===== config.mk =====
export PLATFORM = sky130hd
export DESIGN_NAME = energy_speech_endpoint_detector
export DESIGN_NICKNAME = d
export VERILOG_FILES = /design/src/design/esed_pkg.sv /design/src/design/energy_speech_endpoint_detector.sv /design/src/design/esed_cfg.sv /design/src/design/esed_square.sv /design/src/design/esed_accum.sv /design/src/design/esed_endpoint.sv
export SDC_FILE = /design/constraint.sdc
export NUM_CORES = 2
export LEC_CHECK = 0
export BUFFER_PORTS_ARGS = -buffer_cell sky130_fd_sc_hd__buf_4
export CAP_MARGIN = 20
export CELL_PAD_IN_SITES_DETAIL_PLACEMENT = 0
export CELL_PAD_IN_SITES_GLOBAL_PLACEMENT = 1
export CORE_ASPECT_RATIO = 2
export CORE_UTILIZATION = 45
export CTS_CLUSTER_SIZE = 8
export DETAILED_ROUTE_END_ITERATION = 16
export PLACE_DENSITY_LB_ADDON = 0.3
export SKIP_CTS_REPAIR_TIMING = 1
export SLEW_MARGIN = 5
export SYNTH_ARGS = -nofsm -noshare
export SYNTH_HDL_FRONTEND = slang
export SYNTH_SLANG_ARGS = --single-unit

===== constraint.sdc =====
create_clock -name clk -period 8.2 [get_ports clk]
set_input_delay 0.82 -clock clk [delete_from_list [all_inputs] [get_ports clk]]
set_output_delay 0.82 -clock clk [all_outputs]
set_load 0.05 [all_outputs]

===== src/design/esed_pkg.sv =====
package esed_pkg;

	// Frame length limit: samples beyond it are ignored until the frame closes.
	localparam int MAX_FRAME_SAMPLES = 1024;

	localparam int SAMPLE_W = 16;
	localparam int MAG_W    = SAMPLE_W + 1;
	localparam int SQ_W     = 2 * SAMPLE_W - 1;
	localparam int ENERGY_W = 40;
	localparam int COUNT_W  = $clog2(MAX_FRAME_SAMPLES + 1);
	localparam int THR_W    = 15;
	localparam int THR_SQ_W = 2 * THR_W;
	localparam int TARGET_W = THR_SQ_W + COUNT_W;
	localparam int CMP_W    = (TARGET_W > ENERGY_W) ? TARGET_W : ENERGY_W;
	localparam int FRAME_MS_W = 8;
	localparam int TIME_W   = 16;

	localparam int CFG_INDEX_W = 3;
	localparam int CFG_DATA_W  = 16;

	localparam logic [THR_W-1:0]      RESET_SPEECH_THRESHOLD = THR_W'(500);
	localparam logic [FRAME_MS_W-1:0] RESET_FRAME_MS         = FRAME_MS_W'(20);
	localparam logic [TIME_W-1:0]     RESET_SILENCE_LIMIT    = TIME_W'(800);
	localparam logic [TIME_W-1:0]     RESET_NO_SPEECH_MS     = TIME_W'(5000);
	localparam logic [TIME_W-1:0]     RESET_LENGTH_LIMIT     = TIME_W'(15000);
	localparam logic [THR_SQ_W-1:0]   RESET_THRESHOLD_SQ     = THR_SQ_W'(500 * 500);

	typedef enum logic [CFG_INDEX_W-1:0] {
		REG_SPEECH_THRESHOLD = 3'd0,
		REG_FRAME_MS         = 3'd1,
		REG_SILENCE_LIMIT    = 3'd2,
		REG_NO_SPEECH_MS     = 3'd3,
		REG_LENGTH_LIMIT     = 3'd4
	} cfg_reg_t;

	typedef enum logic [2:0] {
		REASON_NONE       = 3'd0,
		REASON_FINISH     = 3'd1,
		REASON_SILENCE    = 3'd2,
		REASON_NO_SPEECH  = 3'd3,
		REASON_MAX_LENGTH = 3'd4
	} end_reason_t;

	typedef struct packed {
		logic signed [SAMPLE_W-1:0] sample;
		logic                       frame_end;
		logic                       finish_request;
	} in_item_t;

	typedef struct packed {
		logic              frame_is_speech;
		logic              speech_seen;
		logic              utterance_end;
		logic [2:0]        end_reason;
		logic [TIME_W-1:0] elapsed_ms;
	} out_item_t;

	typedef struct packed {
		logic [THR_SQ_W-1:0]   threshold_sq;
		logic [FRAME_MS_W-1:0] frame_ms;
		logic [TIME_W-1:0]     silence_limit;
		logic [TIME_W-1:0]     no_speech_limit;
		logic [TIME_W-1:0]     length_limit;
	} cfg_t;

	// Squared sample on its way to the accumulator.
	typedef struct packed {
		logic [SQ_W-1:0] sq;
		logic            frame_end;
		logic            finish;
	} sq_item_t;

	// Per-frame decision on its way to the utterance logic.
	typedef struct packed {
		logic is_speech;
		logic finish;
	} frame_dec_t;

endpackage


===== src/design/energy_speech_endpoint_detector.sv =====
// Energy-based speech endpoint detector. One signed 16-bit PCM sample is taken
// per clock cycle, without gaps, for as long as results are drained; the
// throughput is set by the frame energy accumulator, which folds in one squared
// sample each cycle. Only the sample that closes a frame gives a result item,
// which passes the input register, squarer, accumulator, energy compare, then
// the utterance timers feeding the result register. A frame is speech when its
// mean square energy reaches the threshold squared, and each frame credits
// frame_ms to the utterance timers. Configuration registers are written
// through cfg_we, cfg_index and cfg_wdata and must only be changed while no
// item is in flight.
module energy_speech_endpoint_detector (
	input  logic                             clk,
	input  logic                             arst_n,
	input  logic                             samp_valid,
	output logic                             samp_ready,
	input  esed_pkg::in_item_t               samp,
	output logic                             res_valid,
	input  logic                             res_ready,
	output esed_pkg::out_item_t              res,
	input  logic                             cfg_we,
	input  logic [esed_pkg::CFG_INDEX_W-1:0] cfg_index,
	input  logic [esed_pkg::CFG_DATA_W-1:0]  cfg_wdata
);

	esed_pkg::cfg_t       cfg;
	logic                 sq_valid;
	logic                 sq_ready;
	esed_pkg::sq_item_t   sq_item;
	logic                 dec_valid;
	logic                 dec_ready;
	esed_pkg::frame_dec_t dec;

	esed_cfg u_cfg (
		.clk       (clk),
		.arst_n    (arst_n),
		.cfg_we    (cfg_we),
		.cfg_index (cfg_index),
		.cfg_wdata (cfg_wdata),
		.cfg       (cfg)
	);

	esed_square u_square (
		.clk        (clk),
		.arst_n     (arst_n),
		.samp_valid (samp_valid),
		.samp_ready (samp_ready),
		.samp       (samp),
		.sq_valid   (sq_valid),
		.sq_ready   (sq_ready),
		.sq_item    (sq_item)
	);

	esed_accum u_accum (
		.clk          (clk),
		.arst_n       (arst_n),
		.threshold_sq (cfg.threshold_sq),
		.sq_valid     (sq_valid),
		.sq_ready     (sq_ready),
		.sq_item      (sq_item),
		.dec_valid    (dec_valid),
		.dec_ready    (dec_ready),
		.dec          (dec)
	);

	esed_endpoint u_endpoint (
		.clk       (clk),
		.arst_n    (arst_n),
		.cfg       (cfg),
		.dec_valid (dec_valid),
		.dec_ready (dec_ready),
		.dec       (dec),
		.res_valid (res_valid),
		.res_ready (res_ready),
		.res       (res)
	);

endmodule


===== src/design/esed_cfg.sv =====
module esed_cfg (
	input  logic                                 clk,
	input  logic                                 arst_n,
	input  logic                                 cfg_we,
	input  logic [esed_pkg::CFG_INDEX_W-1:0]     cfg_index,
	input  logic [esed_pkg::CFG_DATA_W-1:0]      cfg_wdata,
	output esed_pkg::cfg_t                       cfg
);

	localparam int THR_SQ_W = esed_pkg::THR_SQ_W;

	logic [esed_pkg::THR_W-1:0] thr_wr;
	esed_pkg::cfg_t cfg_q;

	assign thr_wr = cfg_wdata[esed_pkg::THR_W-1:0];

	// The threshold is kept squared, so the frame decision needs no multiplier.
	always_ff @(posedge clk or negedge arst_n) begin
		if (!arst_n) begin
			cfg_q.threshold_sq    <= esed_pkg::RESET_THRESHOLD_SQ;
			cfg_q.frame_ms        <= esed_pkg::RESET_FRAME_MS;
			cfg_q.silence_limit   <= esed_pkg::RESET_SILENCE_LIMIT;
			cfg_q.no_speech_limit <= esed_pkg::RESET_NO_SPEECH_MS;
			cfg_q.length_limit    <= esed_pkg::RESET_LENGTH_LIMIT;
		end else if (cfg_we) begin
			unique case (cfg_index)
				esed_pkg::REG_SPEECH_THRESHOLD: begin
					cfg_q.threshold_sq <= THR_SQ_W'(thr_wr) * THR_SQ_W'(thr_wr);
				end
				esed_pkg::REG_FRAME_MS: begin
					cfg_q.frame_ms <= cfg_wdata[esed_pkg::FRAME_MS_W-1:0];
				end
				esed_pkg::REG_SILENCE_LIMIT: begin
					cfg_q.silence_limit <= cfg_wdata[esed_pkg::TIME_W-1:0];
				end
				esed_pkg::REG_NO_SPEECH_MS: begin
					cfg_q.no_speech_limit <= cfg_wdata[esed_pkg::TIME_W-1:0];
				end
				esed_pkg::REG_LENGTH_LIMIT: begin
					cfg_q.length_limit <= cfg_wdata[esed_pkg::TIME_W-1:0];
				end
				default: begin
				end
			endcase
		end
	end

	assign cfg = cfg_q;

endmodule


===== src/design/esed_square.sv =====
module esed_square (
	input  logic                 clk,
	input  logic                 arst_n,
	input  logic                 samp_valid,
	output logic                 samp_ready,
	input  esed_pkg::in_item_t   samp,
	output logic                 sq_valid,
	input  logic                 sq_ready,
	output esed_pkg::sq_item_t   sq_item
);

	localparam int PROD_W = 2 * esed_pkg::MAG_W;

	logic                       v_s1;
	esed_pkg::in_item_t         item_s1;
	logic                       v_s2;
	esed_pkg::sq_item_t         item_s2;
	logic                       en_s1;
	logic                       en_s2;
	logic [esed_pkg::MAG_W-1:0] mag;
	logic [PROD_W-1:0]          prod;

	assign en_s2 = !v_s2 || sq_ready;
	assign en_s1 = !v_s1 || en_s2;
	assign samp_ready = en_s1;

	// Magnitude of the two's complement sample; the most negative code gives 32768.
	always_comb begin
		if (item_s1.sample[esed_pkg::SAMPLE_W-1]) begin
			mag = {1'b1, {(esed_pkg::MAG_W-1){1'b0}}}
				- {1'b0, $unsigned(item_s1.sample)};
		end else begin
			mag = {1'b0, $unsigned(item_s1.sample)};
		end
		prod = PROD_W'(mag) * PROD_W'(mag);
	end

	always_ff @(posedge clk or negedge arst_n) begin
		if (!arst_n) begin
			v_s1 <= 1'b0;
			v_s2 <= 1'b0;
		end else begin
			if (en_s1) begin
				v_s1 <= samp_valid;
			end
			if (en_s2) begin
				v_s2 <= v_s1;
			end
		end
	end

	always_ff @(posedge clk) begin
		if (en_s1) begin
			item_s1 <= samp;
		end
		if (en_s2) begin
			item_s2.sq        <= prod[esed_pkg::SQ_W-1:0];
			item_s2.frame_end <= item_s1.frame_end;
			item_s2.finish    <= item_s1.finish_request;
		end
	end

	assign sq_valid = v_s2;
	assign sq_item  = item_s2;

endmodule


===== src/design/esed_accum.sv =====
module esed_accum (
	input  logic                                clk,
	input  logic                                arst_n,
	input  logic [esed_pkg::THR_SQ_W-1:0]       threshold_sq,
	input  logic                                sq_valid,
	output logic                                sq_ready,
	input  esed_pkg::sq_item_t                  sq_item,
	output logic                                dec_valid,
	input  logic                                dec_ready,
	output esed_pkg::frame_dec_t                dec
);

	localparam int ENERGY_W = esed_pkg::ENERGY_W;
	localparam int ESUM_W   = ENERGY_W + 1;
	localparam int TARGET_W = esed_pkg::TARGET_W;
	localparam int COUNT_W  = esed_pkg::COUNT_W;
	localparam int CMP_W    = esed_pkg::CMP_W;

	logic [ENERGY_W-1:0] energy_q;
	logic [TARGET_W-1:0] target_q;
	logic [COUNT_W-1:0]  count_q;
	logic [ESUM_W-1:0]   esum;
	logic [ENERGY_W-1:0] energy_nxt;
	logic [TARGET_W-1:0] target_nxt;
	logic                counting;
	logic                consume;
	logic                en_s4;

	logic                v_s3;
	logic [ENERGY_W-1:0] energy_s3;
	logic [TARGET_W-1:0] target_s3;
	logic                finish_s3;
	logic                v_s4;
	esed_pkg::frame_dec_t dec_s4;

	assign en_s4 = !v_s4 || dec_ready;

	// Samples inside a frame only feed the accumulators; the closing sample
	// also needs room in the decision stage.
	assign sq_ready = !sq_item.frame_end || !v_s3 || en_s4;
	assign consume  = sq_valid && sq_ready;
	assign counting = count_q < COUNT_W'(esed_pkg::MAX_FRAME_SAMPLES);

	// Rather than multiplying threshold squared by the count at frame end,
	// the target grows by threshold squared for every counted sample.
	always_comb begin
		esum = ESUM_W'(energy_q) + ESUM_W'(sq_item.sq);
		energy_nxt = energy_q;
		target_nxt = target_q;
		if (counting) begin
			energy_nxt = esum[ENERGY_W] ? {ENERGY_W{1'b1}} : esum[ENERGY_W-1:0];
			target_nxt = target_q + TARGET_W'(threshold_sq);
		end
	end

	always_ff @(posedge clk or negedge arst_n) begin
		if (!arst_n) begin
			energy_q <= '0;
			target_q <= '0;
			count_q  <= '0;
			v_s3     <= 1'b0;
			v_s4     <= 1'b0;
		end else begin
			if (consume) begin
				if (sq_item.frame_end) begin
					energy_q <= '0;
					target_q <= '0;
					count_q  <= '0;
				end else begin
					energy_q <= energy_nxt;
					target_q <= target_nxt;
					if (counting) begin
						count_q <= count_q + COUNT_W'(1);
					end
				end
			end
			if (!v_s3 || en_s4) begin
				v_s3 <= consume && sq_item.frame_end;
			end
			if (en_s4) begin
				v_s4 <= v_s3;
			end
		end
	end

	always_ff @(posedge clk) begin
		if (consume && sq_item.frame_end) begin
			energy_s3 <= energy_nxt;
			target_s3 <= target_nxt;
			finish_s3 <= sq_item.finish;
		end
		if (en_s4) begin
			dec_s4.is_speech <= CMP_W'(energy_s3) >= CMP_W'(target_s3);
			dec_s4.finish    <= finish_s3;
		end
	end

	assign dec_valid = v_s4;
	assign dec       = dec_s4;

endmodule


===== src/design/esed_endpoint.sv =====
module esed_endpoint (
	input  logic                 clk,
	input  logic                 arst_n,
	input  esed_pkg::cfg_t       cfg,
	input  logic                 dec_valid,
	output logic                 dec_ready,
	input  esed_pkg::frame_dec_t dec,
	output logic                 res_valid,
	input  logic                 res_ready,
	output esed_pkg::out_item_t  res
);

	localparam int TIME_W = esed_pkg::TIME_W;
	localparam int TSUM_W = TIME_W + 1;

	logic                 started_q;
	logic [TIME_W-1:0]    silence_q;
	logic [TIME_W-1:0]    total_q;
	logic                 res_valid_q;
	esed_pkg::out_item_t  res_q;

	logic [TSUM_W-1:0]    total_sum;
	logic [TSUM_W-1:0]    silence_sum;
	logic [TIME_W-1:0]    total_nxt;
	logic [TIME_W-1:0]    silence_nxt;
	logic                 started_nxt;
	esed_pkg::end_reason_t reason;
	logic                 take;

	assign dec_ready = !res_valid_q || res_ready;
	assign take      = dec_valid && dec_ready;

	always_comb begin
		total_sum   = TSUM_W'(total_q) + TSUM_W'(cfg.frame_ms);
		silence_sum = TSUM_W'(silence_q) + TSUM_W'(cfg.frame_ms);
		total_nxt   = total_sum[TIME_W] ? {TIME_W{1'b1}} : total_sum[TIME_W-1:0];
		started_nxt = started_q || dec.is_speech;
		if (dec.is_speech) begin
			silence_nxt = '0;
		end else if (started_q) begin
			silence_nxt = silence_sum[TIME_W] ? {TIME_W{1'b1}} : silence_sum[TIME_W-1:0];
		end else begin
			silence_nxt = silence_q;
		end

		// Lowest code wins when several end conditions hold at once.
		if (dec.finish) begin
			reason = esed_pkg::REASON_FINISH;
		end else if (started_nxt && silence_nxt >= cfg.silence_limit) begin
			reason = esed_pkg::REASON_SILENCE;
		end else if (!started_nxt && total_nxt >= cfg.no_speech_limit) begin
			reason = esed_pkg::REASON_NO_SPEECH;
		end else if (total_nxt >= cfg.length_limit) begin
			reason = esed_pkg::REASON_MAX_LENGTH;
		end else begin
			reason = esed_pkg::REASON_NONE;
		end
	end

	always_ff @(posedge clk or negedge arst_n) begin
		if (!arst_n) begin
			started_q   <= 1'b0;
			silence_q   <= '0;
			total_q     <= '0;
			res_valid_q <= 1'b0;
		end else begin
			if (dec_ready) begin
				res_valid_q <= dec_valid;
			end
			if (take) begin
				// An ended utterance re-arms once its result has been formed.
				if (reason != esed_pkg::REASON_NONE) begin
					started_q <= 1'b0;
					silence_q <= '0;
					total_q   <= '0;
				end else begin
					started_q <= started_nxt;
					silence_q <= silence_nxt;
					total_q   <= total_nxt;
				end
			end
		end
	end

	always_ff @(posedge clk) begin
		if (take) begin
			res_q.frame_is_speech <= dec.is_speech;
			res_q.speech_seen     <= started_nxt;
			res_q.utterance_end   <= reason != esed_pkg::REASON_NONE;
			res_q.end_reason      <= reason;
			res_q.elapsed_ms      <= total_nxt;
		end
	end

	assign res_valid = res_valid_q;
	assign res       = res_q;

endmodule


==> flow_summary.toml <==
[outcome]
status = "completed"

[routing]
drc = 0
avgRoutedWirePerCell_um = 18.8
vias = 25700
ant_nets = 0
drtIter0Drc = 1164
drt_pass1_iterations = 5
avgViaCountPerCell = 5.33
drt_wl_total_um = 90900

[timing]
tns_ns = 0
fin_crit_sh = 0.940
slew_headroom = 0.340
fin_crit_ns = 7.71
report.final.slew_viol_count = 0
fmax_ghz = 0.130
finalSetupViolCount = 0
tightest_slew_ns = 0.988
hold_viol = 0
finClkSkew_ns = 0.0400
rsz0062_at_grt = "no"

[synth]
synth_compound_area_frac = 0.142
synth_ff_type = "dfrtp_1"
synth-edff-count = 156
synth-xor-area-share = 0.0390
synthMuxAreaShare = 0.0114
yosys.area_share.adder = 0.316
yosys_warnings = 0
avgSynthCellArea_um2 = 9.49
postSynth.asyncResetShare = 0.580
yosysUniqueCellTypes = 96
yosysSeqAreaShare = 0.290
syn_area_um2 = 34800
synth-simple-area-share = 0.121
ys_seq_elements = 371
synth_top_family_by_area = "adder cells"
synthCells = 3668

[cts]
htree_levels = 2
cts_tree = "done"
path_clk_slew_ns = 0.05
cts-root-buf = "clkbuf_16"
clock_path_buffers = 3
clock_sinks = 371
clock_latency_ns = 0.63
cts_buffers = 52

[critical_path]
endpoint_kind = "flip-flop"
start_kind = "flip-flop"
rrSetupSlack_ns = 0.49
cp_max_fo = 6
cpMostUsedCell = "fa_1"
max_stage_delay_ns = 0.56
cp.arrival_ns = 8.06
r2r_end = "u_square.sq_item[32]$_DFFE_PP_"
cp.required_ns = 8.55
r2r-start = "u_square.item_s1[10]$_DFFE_PP_"
reg2reg_depth = 29
slowest_stage = "or4_1"
worstSetupPathType = "reg2reg"

[die]
placementRows = 144
die_h_um = 395
die_w_um = 199
dieArea_um2 = 78600
pin_count = 66
core_um2 = 76800
start_util = 0.454

[global_route]
grt_overflow = 0
track_usage = 0.241
grt_pass1_vias = 27900
grt_max_degree = 131
grt_antenna_before_repair = 1
grt_pass1_wl_um = 146000

[placed_design]
port_buffers = 65
gp_congestion = 0.919
dp_hpwl_um = 72800
dp.cells = 4727

[cells_and_area]
nNetsFinal = 4482
ff_latch_area_um2 = 10100
final-instance-count-excl-fill = 4824
layout-drive-gt1-share = 0.0781
antenna_cells = 0
syn_to_final_growth_pct = 10.0
multi_input_area_um2 = 22100
n_fill_cell = 7443

[run]
drv_cap = 0

[hold_path]
hp-class = "in2async"
-- critical path, delay by kind of cell (launching register included) --
kind | cells | cell delay, ns
AO/OA/AOI/OAI | 6 | 1.35
XOR/XNOR | 1 | 0.21
adder cells (fa/ha/maj) | 7 | 3.28
buffers and inverters | 7 | 0.56
flip-flops | 1 | 0.43
multiplexers | 1 | 0.17
AND/OR/NAND/NOR | 7 | 1.46
-- final cells by class --
cell class                      count  share of cell area
Multi-Input combinational cell   2583               0.576
Sequential cell                   371               0.263
Inverter                          624              0.0612
Clock buffer                       93              0.0380
Tap cell                         1022              0.0334
Timing Repair Buffer              127              0.0257
Clock inverter                      4             0.00251
-- cells by family after synthesis --
logic type / after synthesis
XOR/XNOR: 155
AND/OR/NAND/NOR: 897
other: 2
AO/OA/AOI/OAI: 781
adder cells (fa/ha/maj): 681
multiplexers: 36
buffers and inverters: 745
flip-flops: 371
-- metrics by stage --
step	utilization	hold slack [ns]	setup slack (ns)	cell area, um2
after floorplan	-	0.400	0.564	34900
after global placement	0.479	0.426	0.252	36700
after detailed placement	0.479	0.416	0.142	36700
after CTS	0.499	0.247	0.158	38300
after global routing	0.499	0.262	0.0581	38300
final	0.499	0.220	0.492	38300
-- how the worst max path moves through the flow --
stage	from	to	slack, ns	cells after the start
2_1_floorplan	u_square.item_s1[10]$_DFFE_PP_	u_square.sq_item[32]$_DFFE_PP_	0.56	28
3_3_place_gp	u_square.item_s1[10]$_DFFE_PP_	u_square.sq_item[32]$_DFFE_PP_	0.25	27
3_5_place_dp	u_square.item_s1[10]$_DFFE_PP_	u_square.sq_item[32]$_DFFE_PP_	0.14	27
4_1_cts	u_square.item_s1[10]$_DFFE_PP_	u_square.sq_item[32]$_DFFE_PP_	0.16	27
5_1_grt	u_square.item_s1[10]$_DFFE_PP_	u_square.sq_item[32]$_DFFE_PP_	0.06	29
6_report	u_square.item_s1[10]$_DFFE_PP_	u_square.sq_item[32]$_DFFE_PP_	0.49	29
-- per-layer routing --
| layer | track usage | vias up | routed length [um] |
|---|---|---|---|
| met3 | 0.0196 | 220 | 1710 |
| met5 | 0 | - | 0 |
| li1 | - | 12400 | - |
| met1 | 0.230 | 12700 | 30800 |
| met4 | 0.126 | 0 | 4970 |
| met2 | 0.490 | 388 | 53400 |
-- synthesized netlist by cell type (all sizes together) (77+ instances only) --
master | count | share of area
a21o | 77 | 0.017
a21oi | 204 | 0.030
clkbuf | 108 | 0.012
dfrtp | 191 | 0.14
edfxtp | 156 | 0.13
fa | 330 | 0.19
ha | 351 | 0.13
inv | 620 | 0.067
nand2 | 384 | 0.041
nor2 | 173 | 0.019
o21ai | 236 | 0.034
xnor2 | 101 | 0.025
-- state kept, by name, indices dropped and copies added, names as in the netlist, 2 cells and up --
signal and cells:
u_accum.energy_s3 40, u_endpoint.res 22, u_square.sq_item 32, u_accum.dec 2, u_endpoint.total_q 16, u_endpoint.silence_q 16
u_cfg.cfg 85, u_accum.count_q 11, u_accum.target_q 41, u_accum.energy_q 40, u_square.item_s1 18, u_accum.target_s3 41
-- placed cells by master (no fill, tap or decap), types with 8 or more instances in the layout --
master,synthesis,final
nand2_1,384,382
clkbuf_1,108,41
xnor2_1,101,101
a211oi_1,18,17
nor2_1,172,171
conb_1,2,33
buf_4,0,124
a211o_1,8,8
and3_1,34,34
nor3_1,41,40
o21ai_0,226,226
edfxtp_1,156,156
fa_1,330,330
nand4_1,27,27
ha_1,351,351
xor2_1,54,54
dfstp_2,24,24
o211ai_1,9,9
nor2b_1,37,37
nand3_1,49,49
o21a_1,26,26
a31oi_1,27,27
inv_1,618,615
o21ai_1,10,9
o31ai_1,23,23
dfrtp_1,191,190
and2_1,69,69
or3_1,12,12
a31o_2,8,8
mux2_2,29,29
clkbuf_16,0,52
a21o_1,76,76
a21oi_1,202,201
o22ai_1,29,29
a22o_1,12,12
nand2b_1,31,31
o21bai_1,13,13
o41ai_1,8,8
Power is not shown: default switching activity piles up to over one toggle a cycle in this logic, so the estimate is an artifact.
